===== src/sv/ssr_pkg.sv =====
// Shared constants, step codes and command/status types for the statistics reducer.
package ssr_pkg;

  localparam logic [12:0] MAX_COUNT = 13'd4096;

  localparam int ACC_W = 56;
  localparam int OPB_W = 28;

  localparam logic [1:0] OP_MUL  = 2'd0;
  localparam logic [1:0] OP_DIV  = 2'd1;
  localparam logic [1:0] OP_SQRT = 2'd2;

  localparam logic [3:0] STEP_MEAN = 4'd0;
  localparam logic [3:0] STEP_MSQ  = 4'd1;
  localparam logic [3:0] STEP_RMS  = 4'd2;
  localparam logic [3:0] STEP_NSQ  = 4'd3;
  localparam logic [3:0] STEP_SS   = 4'd4;
  localparam logic [3:0] STEP_NN   = 4'd5;
  localparam logic [3:0] STEP_GS   = 4'd6;
  localparam logic [3:0] STEP_GG   = 4'd7;
  localparam logic [3:0] STEP_NGG  = 4'd8;
  localparam logic [3:0] STEP_NUM  = 4'd9;
  localparam logic [3:0] STEP_VDIV = 4'd10;
  localparam logic [3:0] STEP_VSQ  = 4'd11;
  localparam logic [3:0] STEP_END  = 4'd12;

  typedef struct packed {
    logic       accept;
    logic       start;
    logic       capture;
    logic       load_out;
    logic [3:0] step;
  } ssr_cmd_t;

  typedef struct packed {
    logic iter_done;
    logic mode;
  } ssr_sts_t;

  function automatic logic [3:0] next_step(input logic [3:0] step, input logic mode);
    logic [3:0] nxt;
    unique case (step)
      STEP_MEAN: nxt = STEP_MSQ;
      STEP_MSQ:  nxt = STEP_RMS;
      STEP_RMS:  nxt = mode ? STEP_GS : STEP_NSQ;
      STEP_NSQ:  nxt = STEP_SS;
      STEP_SS:   nxt = STEP_NN;
      STEP_NN:   nxt = STEP_NUM;
      STEP_GS:   nxt = STEP_GG;
      STEP_GG:   nxt = STEP_NGG;
      STEP_NGG:  nxt = STEP_NUM;
      STEP_NUM:  nxt = STEP_VDIV;
      STEP_VDIV: nxt = STEP_VSQ;
      default:   nxt = STEP_END;
    endcase
    return nxt;
  endfunction

endpackage


===== src/sv/ssr_iter.sv =====
// Shared iterative unit: shift-add multiply, restoring divide, digit square root.
module ssr_iter (
  input  logic                       clk,
  input  logic                       rst,
  input  logic                       start,
  input  logic [1:0]                 op,
  input  logic [ssr_pkg::ACC_W-1:0]  a,
  input  logic [ssr_pkg::OPB_W-1:0]  b,
  output logic                       done,
  output logic [ssr_pkg::ACC_W-1:0]  res
);
  import ssr_pkg::*;

  logic              busy;
  logic [5:0]        cnt;
  logic [1:0]        opr;
  logic [ACC_W-1:0]  acc;
  logic [ACC_W-1:0]  m;
  logic [ACC_W-1:0]  q;
  logic [28:0]       rem;
  logic [OPB_W-1:0]  dvs;
  logic [5:0]        last_cnt;
  logic [28:0]       dt;
  logic [28:0]       st;
  logic [28:0]       trial;

  always_comb begin
    unique case (opr)
      OP_MUL:  last_cnt = 6'd27;
      OP_DIV:  last_cnt = 6'd55;
      default: last_cnt = 6'd15;
    endcase
    dt    = {rem[27:0], q[ACC_W-1]};
    st    = {rem[26:0], q[ACC_W-1:ACC_W-2]};
    trial = {11'd0, acc[15:0], 2'b01};
  end

  assign res = (opr == OP_DIV) ? q : acc;

  always_ff @(posedge clk) begin
    if (rst) begin
      busy <= 1'b0;
      done <= 1'b0;
      cnt  <= '0;
      opr  <= OP_MUL;
    end else begin
      done <= 1'b0;
      if (start) begin
        busy <= 1'b1;
        cnt  <= '0;
        opr  <= op;
      end else if (busy) begin
        cnt <= cnt + 6'd1;
        if (cnt == last_cnt) begin
          busy <= 1'b0;
          done <= 1'b1;
        end
      end
    end
  end

  always_ff @(posedge clk) begin
    if (start) begin
      unique case (op)
        OP_MUL: begin
          acc <= '0;
          m   <= a;
          q   <= {{(ACC_W-OPB_W){1'b0}}, b};
        end
        OP_DIV: begin
          q   <= a;
          rem <= '0;
          dvs <= b;
        end
        default: begin
          q   <= {a[31:0], {(ACC_W-32){1'b0}}};
          acc <= '0;
          rem <= '0;
        end
      endcase
    end else if (busy) begin
      unique case (opr)
        OP_MUL: begin
          if (q[0]) acc <= acc + m;
          m <= {m[ACC_W-2:0], 1'b0};
          q <= {1'b0, q[ACC_W-1:1]};
        end
        OP_DIV: begin
          if (dt >= {1'b0, dvs}) begin
            rem <= dt - {1'b0, dvs};
            q   <= {q[ACC_W-2:0], 1'b1};
          end else begin
            rem <= dt;
            q   <= {q[ACC_W-2:0], 1'b0};
          end
        end
        default: begin
          if (st >= trial) begin
            rem <= st - trial;
            acc <= {acc[ACC_W-2:0], 1'b1};
          end else begin
            rem <= st;
            acc <= {acc[ACC_W-2:0], 1'b0};
          end
          q <= {q[ACC_W-3:0], 2'b00};
        end
      endcase
    end
  end

endmodule


===== src/sv/ssr_ctrl.sv =====
// Controller: accumulate phase, finalize step sequencer, result register handshake.
module ssr_ctrl (
  input  logic              clk,
  input  logic              rst,
  input  logic              in_valid,
  input  logic              last_element,
  output logic              in_ready,
  output logic              out_valid,
  input  logic              out_ready,
  input  ssr_pkg::ssr_sts_t sts,
  output ssr_pkg::ssr_cmd_t cmd
);
  import ssr_pkg::*;

  localparam logic [1:0] ST_ACC  = 2'd0;
  localparam logic [1:0] ST_RUN  = 2'd1;
  localparam logic [1:0] ST_WAIT = 2'd2;
  localparam logic [1:0] ST_OUT  = 2'd3;

  logic [1:0] state, state_next;
  logic [3:0] step, step_next;
  logic       out_valid_next;
  logic [3:0] nstep;

  assign nstep = next_step(step, sts.mode);

  always_comb begin
    cmd            = '0;
    cmd.step       = step;
    state_next     = state;
    step_next      = step;
    in_ready       = 1'b0;
    out_valid_next = out_valid;
    if (out_valid && out_ready) out_valid_next = 1'b0;
    unique case (state)
      ST_ACC: begin
        in_ready = 1'b1;
        if (in_valid) begin
          cmd.accept = 1'b1;
          if (last_element) begin
            state_next = ST_RUN;
            step_next  = STEP_MEAN;
          end
        end
      end
      ST_RUN: begin
        if (step == STEP_NUM) begin
          cmd.capture = 1'b1;
          step_next   = nstep;
        end else begin
          cmd.start  = 1'b1;
          state_next = ST_WAIT;
        end
      end
      ST_WAIT: begin
        if (sts.iter_done) begin
          cmd.capture = 1'b1;
          step_next   = nstep;
          state_next  = (nstep == STEP_END) ? ST_OUT : ST_RUN;
        end
      end
      default: begin
        if (!out_valid || out_ready) begin
          cmd.load_out   = 1'b1;
          out_valid_next = 1'b1;
          state_next     = ST_ACC;
        end
      end
    endcase
  end

  always_ff @(posedge clk) begin
    if (rst) begin
      state     <= ST_ACC;
      step      <= STEP_MEAN;
      out_valid <= 1'b0;
    end else begin
      state     <= state_next;
      step      <= step_next;
      out_valid <= out_valid_next;
    end
  end

endmodule


===== src/sv/ssr_dp.sv =====
// Datapath: running accumulators, config registers, finalize operands, result registers.
module ssr_dp (
  input  logic                     clk,
  input  logic                     rst,
  input  ssr_pkg::ssr_cmd_t        cmd,
  output ssr_pkg::ssr_sts_t        sts,
  input  logic signed [15:0]       sample,
  input  logic                     cfg_we,
  input  logic                     cfg_index,
  input  logic [15:0]              cfg_data,
  output logic signed [27:0]       sum_total,
  output logic signed [15:0]       mean_value,
  output logic [31:0]              variance_value,
  output logic [15:0]              std_dev,
  output logic [15:0]              rms_value,
  output logic signed [15:0]       min_value,
  output logic [11:0]              min_position,
  output logic signed [15:0]       max_value,
  output logic [11:0]              max_position,
  output logic                     all_zero,
  output logic [12:0]              element_count,
  output logic                     overflow
);
  import ssr_pkg::*;

  localparam logic CFG_MEAN_SOURCE = 1'b0;
  localparam logic CFG_GIVEN_MEAN  = 1'b1;

  logic               mean_source;
  logic signed [15:0] given_mean;

  logic signed [27:0] run_sum;
  logic [42:0]        run_sq;
  logic signed [15:0] lo_val, hi_val;
  logic [11:0]        lo_idx, hi_idx;
  logic [12:0]        cnt;
  logic               nz;
  logic               ovf;

  logic [15:0]        mean_r, rms_r, std_r;
  logic [31:0]        msq_r, var_r, nn_r;
  logic [ACC_W-1:0]   t1, t2, num;

  logic [1:0]         op;
  logic [ACC_W-1:0]   opa;
  logic [OPB_W-1:0]   opb;
  logic               done;
  logic [ACC_W-1:0]   res;

  logic [27:0]        abs_s;
  logic [15:0]        abs_g;
  logic [31:0]        sq_x;
  logic [57:0]        pos, tw, t1w, t2w, num_w;

  assign sts.iter_done = done;
  assign sts.mode      = mean_source;

  always_comb begin
    abs_s = run_sum[27] ? (~run_sum + 28'd1) : run_sum;
    abs_g = given_mean[15] ? (~given_mean + 16'd1) : given_mean;
    sq_x  = 32'(sample * sample);
    t1w   = {2'b0, t1};
    t2w   = {2'b0, t2};
    pos   = {15'b0, run_sq} + {2'b0, t1};
    tw    = {1'b0, t2, 1'b0};
    if (!mean_source) begin
      num_w = (t1w >= t2w) ? (t1w - t2w) : '0;
    end else if (given_mean[15] ^ run_sum[27]) begin
      num_w = pos + tw;
    end else begin
      num_w = (pos >= tw) ? (pos - tw) : '0;
    end
  end

  always_comb begin
    op  = OP_MUL;
    opa = '0;
    opb = '0;
    unique case (cmd.step)
      STEP_MEAN: begin op = OP_DIV;  opa = ACC_W'(abs_s);  opb = OPB_W'(cnt);   end
      STEP_MSQ:  begin op = OP_DIV;  opa = ACC_W'(run_sq); opb = OPB_W'(cnt);   end
      STEP_RMS:  begin op = OP_SQRT; opa = ACC_W'(msq_r);                       end
      STEP_NSQ:  begin op = OP_MUL;  opa = ACC_W'(run_sq); opb = OPB_W'(cnt);   end
      STEP_SS:   begin op = OP_MUL;  opa = ACC_W'(abs_s);  opb = abs_s;         end
      STEP_NN:   begin op = OP_MUL;  opa = ACC_W'(cnt);    opb = OPB_W'(cnt);   end
      STEP_GS:   begin op = OP_MUL;  opa = ACC_W'(abs_s);  opb = OPB_W'(abs_g); end
      STEP_GG:   begin op = OP_MUL;  opa = ACC_W'(abs_g);  opb = OPB_W'(abs_g); end
      STEP_NGG:  begin op = OP_MUL;  opa = ACC_W'(nn_r);   opb = OPB_W'(cnt);   end
      STEP_VDIV: begin
        op  = OP_DIV;
        opa = num;
        opb = mean_source ? OPB_W'(cnt) : OPB_W'(nn_r);
      end
      STEP_VSQ:  begin op = OP_SQRT; opa = ACC_W'(var_r);                       end
      default:   begin op = OP_MUL;                                             end
    endcase
  end

  ssr_iter u_iter (
    .clk   (clk),
    .rst   (rst),
    .start (cmd.start),
    .op    (op),
    .a     (opa),
    .b     (opb),
    .done  (done),
    .res   (res)
  );

  always_ff @(posedge clk) begin
    if (rst) begin
      mean_source <= 1'b0;
      given_mean  <= '0;
    end else if (cfg_we) begin
      unique case (cfg_index)
        CFG_MEAN_SOURCE: mean_source <= cfg_data[0];
        default:         given_mean  <= cfg_data;
      endcase
    end
  end

  always_ff @(posedge clk) begin
    if (rst || cmd.load_out) begin
      run_sum <= '0;
      run_sq  <= '0;
      lo_val  <= '0;
      hi_val  <= '0;
      lo_idx  <= '0;
      hi_idx  <= '0;
      cnt     <= '0;
      nz      <= 1'b0;
      ovf     <= 1'b0;
    end else if (cmd.accept) begin
      if (cnt < MAX_COUNT) begin
        if (cnt == '0 || sample < lo_val) begin
          lo_val <= sample;
          lo_idx <= cnt[11:0];
        end
        if (cnt == '0 || sample > hi_val) begin
          hi_val <= sample;
          hi_idx <= cnt[11:0];
        end
        run_sum <= run_sum + 28'(sample);
        run_sq  <= run_sq + 43'(sq_x);
        if (sample != '0) nz <= 1'b1;
        cnt <= cnt + 13'd1;
      end else begin
        ovf <= 1'b1;
      end
    end
  end

  always_ff @(posedge clk) begin
    if (cmd.capture) begin
      unique case (cmd.step)
        STEP_MEAN: mean_r <= run_sum[27] ? (~res[15:0] + 16'd1) : res[15:0];
        STEP_MSQ:  msq_r  <= res[31:0];
        STEP_RMS:  rms_r  <= res[15:0];
        STEP_NSQ:  t1     <= res;
        STEP_SS:   t2     <= res;
        STEP_NN:   nn_r   <= res[31:0];
        STEP_GS:   t2     <= res;
        STEP_GG:   nn_r   <= res[31:0];
        STEP_NGG:  t1     <= res;
        STEP_NUM:  num    <= num_w[ACC_W-1:0];
        STEP_VDIV: var_r  <= (res[ACC_W-1:32] != '0) ? 32'hFFFF_FFFF : res[31:0];
        STEP_VSQ:  std_r  <= res[15:0];
        default:   ;
      endcase
    end
  end

  always_ff @(posedge clk) begin
    if (cmd.load_out) begin
      sum_total      <= run_sum;
      mean_value     <= mean_r;
      variance_value <= var_r;
      std_dev        <= std_r;
      rms_value      <= rms_r;
      min_value      <= lo_val;
      min_position   <= lo_idx;
      max_value      <= hi_val;
      max_position   <= hi_idx;
      all_zero       <= ~nz;
      element_count  <= cnt;
      overflow       <= ovf;
    end
  end

endmodule


===== src/sv/stream_statistics_reducer_unit.sv =====
// Top level of the stream statistics reducer.
// Samples are taken one per cycle while a set accumulates.
// After the last sample the finalize sequence runs on one shared iterative
// mul/div/sqrt unit while the input is stalled; its three divides are its longest operations.
// The result register lets a new set start while a result waits.
// Synchronous active-high reset clears the set state and both config registers.
module stream_statistics_reducer_unit (
  input  logic               clk,
  input  logic               rst,
  input  logic               in_valid,
  output logic               in_ready,
  input  logic signed [15:0] sample,
  input  logic               last_element,
  output logic               out_valid,
  input  logic               out_ready,
  output logic signed [27:0] sum_total,
  output logic signed [15:0] mean_value,
  output logic [31:0]        variance_value,
  output logic [15:0]        std_dev,
  output logic [15:0]        rms_value,
  output logic signed [15:0] min_value,
  output logic [11:0]        min_position,
  output logic signed [15:0] max_value,
  output logic [11:0]        max_position,
  output logic               all_zero,
  output logic [12:0]        element_count,
  output logic               overflow,
  input  logic               cfg_we,
  input  logic               cfg_index,
  input  logic [15:0]        cfg_data
);
  import ssr_pkg::*;

  ssr_cmd_t cmd;
  ssr_sts_t sts;

  ssr_ctrl u_ctrl (
    .clk          (clk),
    .rst          (rst),
    .in_valid     (in_valid),
    .last_element (last_element),
    .in_ready     (in_ready),
    .out_valid    (out_valid),
    .out_ready    (out_ready),
    .sts          (sts),
    .cmd          (cmd)
  );

  ssr_dp u_dp (
    .clk            (clk),
    .rst            (rst),
    .cmd            (cmd),
    .sts            (sts),
    .sample         (sample),
    .cfg_we         (cfg_we),
    .cfg_index      (cfg_index),
    .cfg_data       (cfg_data),
    .sum_total      (sum_total),
    .mean_value     (mean_value),
    .variance_value (variance_value),
    .std_dev        (std_dev),
    .rms_value      (rms_value),
    .min_value      (min_value),
    .min_position   (min_position),
    .max_value      (max_value),
    .max_position   (max_position),
    .all_zero       (all_zero),
    .element_count  (element_count),
    .overflow       (overflow)
  );

endmodule

===== config.mk =====
export PLATFORM = sky130hd
export DESIGN_NAME = stream_statistics_reducer_unit
export DESIGN_NICKNAME = d
export VERILOG_FILES = /design/src/sv/ssr_pkg.sv /design/src/sv/ssr_iter.sv /design/src/sv/ssr_ctrl.sv /design/src/sv/ssr_dp.sv /design/src/sv/stream_statistics_reducer_unit.sv
export SDC_FILE = /design/constraint.sdc
export NUM_CORES = 2
export LEC_CHECK = 0
export BUFFER_PORTS_ARGS = -buffer_cell sky130_fd_sc_hd__buf_2
export CELL_PAD_IN_SITES_DETAIL_PLACEMENT = 1
export CELL_PAD_IN_SITES_GLOBAL_PLACEMENT = 1
export CORE_ASPECT_RATIO = 1.4
export CORE_MARGIN = 1.5
export CORE_UTILIZATION = 45
export CTS_CLUSTER_SIZE = 28
export DETAILED_ROUTE_END_ITERATION = 10
export PLACE_DENSITY = 0.83
export SLEW_MARGIN = 20
export SYNTH_ARGS = -nofsm -noshare
export SYNTH_HDL_FRONTEND = slang
export SYNTH_SLANG_ARGS = --single-unit
export TNS_END_PERCENT = 100

===== constraint.sdc =====
create_clock -name clk -period 11.2 [get_ports clk]
set_clock_uncertainty 0.1 [all_clocks]
set_input_delay 2.24 -clock clk [delete_from_list [all_inputs] [get_ports clk]]
set_output_delay 2.24 -clock clk [all_outputs]
set_load 0.01 [all_outputs]

==> metrics <==
outcome=finished clean; RSZ-0062 raised after global routing=false; NetSw=13,000 uW; first-pass GRT wire length=392 mm; final worst-path cycle share=92.3%; CP max stage cell=fa_1; Final WS setup=0.863 ns; DRT iter0 DRCs=5,039; largest net degree at the start of global routing=99; Die Wd=328 um; setup TNS=0 ns; num rows=166; P_int=13,100 uW; Synth area leader=edfxtp_1; worst slack, placed=0.170 ns; vias per cell=6.37; Post-Syn Instances=7,188; Setup crit start=sample[9]; Core ar.=147,000 um^2; reg2reg setup slack=1.46 ns; DRC=0; Post-CTS Repair Setup Buffers=0; # setup viols final=0; worst slew pin tran=1.15 ns; Critical Path Sink=u_dp.run_sq[41]; max incr delay on CP=0.56 ns; Yosys top cell area share=32.2%; Synth area leaders=edfxtp_1 32%, ha_1 9.3%, fa_1 7.4%; Worst EP arrival=10.82 ns; most frequent cells after synthesis=871 x nand2_1, 715 x edfxtp_1, 600 x inv_1, 590 x a21oi_1, 494 x ha_1; Detail Placement HPWL=203 mm; path type of the worst min-delay path=flop to flop; Root Buffer=clkbuf_16; sequential share of the synthesized area=37.5%; Flop pwr share=19.6%; Comb power frac=67.4%; WL per Instance=28.5 um; Reg-to-Reg End=u_dp.num[16]; Top cell by count, worst path=fa_1; hold violation total from the final report=0; Crit. End Element=flop; Worst Path Required=11.69 ns; minimum clock period=10.34 ns; Synth Register Bits=891; Final #Nets=8,020; Warnings, synthesis=0; syn nets=7,966; Fmax achieved=96.7 MHz; most frequent cell after synthesis=nand2_1; Initial Util=45.4%; chip height=458 um; Hold Buf Count CTS=0; CTS H-tree lvls=3; Placed Area=69,700 um^2; Max VDD drop=0.536 mV; # IOs=220; CTS clk-pin slew, worst paths=0.06 ns; initial antenna violation count=24; syn avg cell area=9.26 um^2; Clk Latency, worst-skew pair=0.76 ns; area growth from synthesis to layout=9.68%; PwrDens=357 nW/um^2; final-layout fill cell count=16,827; routed via count=59,048; Post-Synthesis Cell Area=66,600 um^2; antenna-violating nets left=0; Synth cell types=96; R2R depth=28; CTS tree=yes; maximum net fanout on the critical path=12; Port Buffers=219; share of cells above drive strength 1=7.73%; Slew HR=21.3%; Switching Share=49.7%; total global routing overflow=0; CTS resizes=0; CTS sink cnt=891; top_reg_cell synth=edfxtp_1; GRT Util Overall=34.5%; overall routed net length=264 mm; LEAKAGE=0.0300 uW; maximum root-to-sink buffer count=3; Num CTS Buffers=95; Final Slew Violations=0; GPL Wtd Cong=0.999; DR pass1 iterations=7; number of max-cap violations=0; Clk pwr share=13.0%; CP Launch Type=input port; DIE AREA=150,000 um^2; FF-to-FF Start=u_dp.run_sq[1]; fin area=73,000 um^2; fraction of registers with async set/reset=0%; Crit Path Class=input port to flop; vias in the first global route=62,398; Post-synth EDFFs=715
[cell type report]
type,instances,area [um^2],area share (%)
multi-input combinational,5331,38200,52.3
sequential,891,25000,34.2
clock buffer,129,2670,3.65
tap,1932,2420,3.31
inverter,606,2270,3.11
timing repair buffer,317,1830,2.51
clock inverter,48,607,0.831
antenna,17,42.5,0.0582
[routing by layer]
metal  up-vias  wire (um)  GRT usage (%)
met5         -        108              0
met4        18      24000           26.9
met3       972      18900           6.49
met2      2622     130000           59.6
met1     29483      91400           37.0
li1      25953          -              -
[cell families (layout without fill, tap and decap cells)]
logic type | count (synthesis) | count (layout) | share of synthesized area, %
buffers and inverters | 966 | 1100 | 5.47
AOI/OAI and AO/OA | 2032 | 2032 | 19.8
DFF | 891 | 891 | 37.5
xor gates and xnor gates | 367 | 367 | 4.83
other | 0 | 17 | 0
adders and majority gates | 739 | 739 | 16.6
muxes | 77 | 77 | 1.16
and+or+nand+nor | 2116 | 2116 | 14.6
[layout by cell type (no fill, tap or decap), types with 88 or more instances in the layout]
cell       netlist  layout
o21ai_0        355     351
clkbuf_16        0      98
buf_4            0      98
edfxtp_1       715     715
nor2_1         461     450
o31ai_1         89      88
fa_1           245     245
dfxtp_1        176     172
ha_1           494     494
a21oi_1        590     590
a21o_1         200     200
nand3_1        202     202
buf_2            8     219
xnor2_1        215     214
inv_1          600     600
nand2_1        871     869
xor2_1         152     151
[state kept, by name, indices dropped and copies added (netlist names), 28 cells and up]
| signal | count |
|---|---|
| u_dp.num | 56 |
| u_dp.sum_total | 28 |
| u_dp.t1 | 56 |
| u_dp.u_iter.rem | 28 |
| u_dp.u_iter.q | 56 |
| u_dp.u_iter.m | 56 |
| u_dp.u_iter.dvs | 28 |
| u_dp.var_r | 32 |
| u_dp.nn_r | 32 |
| u_dp.msq_r | 32 |
| u_dp.run_sum | 28 |
| u_dp.t2 | 56 |
| u_dp.run_sq | 43 |
| u_dp.variance_value | 32 |
| u_dp.u_iter.acc | 56 |
[worst min-delay path by stage]
stage	startpoint	end	slack, ns	depth (start not counted)
2_1_floorplan	u_dp.mean_r[0]	u_dp.mean_value[0]	0.30	0
5_1_grt	u_dp.mean_r[11]	u_dp.mean_value[11]	0.32	0
6_report	u_dp.std_r[5]	u_dp.std_dev[5]	0.32	0
4_1_cts	u_dp.std_r[2]	u_dp.std_dev[2]	0.32	0
3_3_place_gp	u_dp.std_r[13]	u_dp.std_dev[13]	0.30	0
3_5_place_dp	u_dp.std_r[14]	u_dp.std_dev[14]	0.31	0
[power groups by stage]
stage / sequential, uW / clock [uW] / combinational, uW
2_1_floorplan: 4880 / 0 / 12600
3_3_place_gp: 5130 / 0 / 16300
5_1_grt: 5140 / 3510 / 19300
3_5_place_dp: 5140 / 0 / 17200
6_report: 5120 / 3390 / 17600
4_1_cts: 5090 / 3400 / 17400
[worst max-delay path: cells and delay by family]
family          cells  cell delay [ns]
compound gates     12             2.73
buf+inv             7             0.88
simple gates        6             1.19
xor+xnor            1             0.15
fa+ha+maj           8             3.60
[metrics by stage]
| step | std cells | total power [uW] | hold slack, ns | util, % |
|---|---|---|---|---|
| after floorplan | 7188 | 17400 | 0.300 | - |
| after global placement | 9077 | 21400 | 0.301 | 47.5 |
| after detailed placement | 9077 | 22400 | 0.306 | 47.5 |
| after CTS | 9254 | 25900 | 0.321 | 49.8 |
| after global routing | 9262 | 27900 | 0.324 | 49.8 |
| final | 9271 | 26100 | 0.321 | 49.8 |
Power figures use the tool's default switching activity.
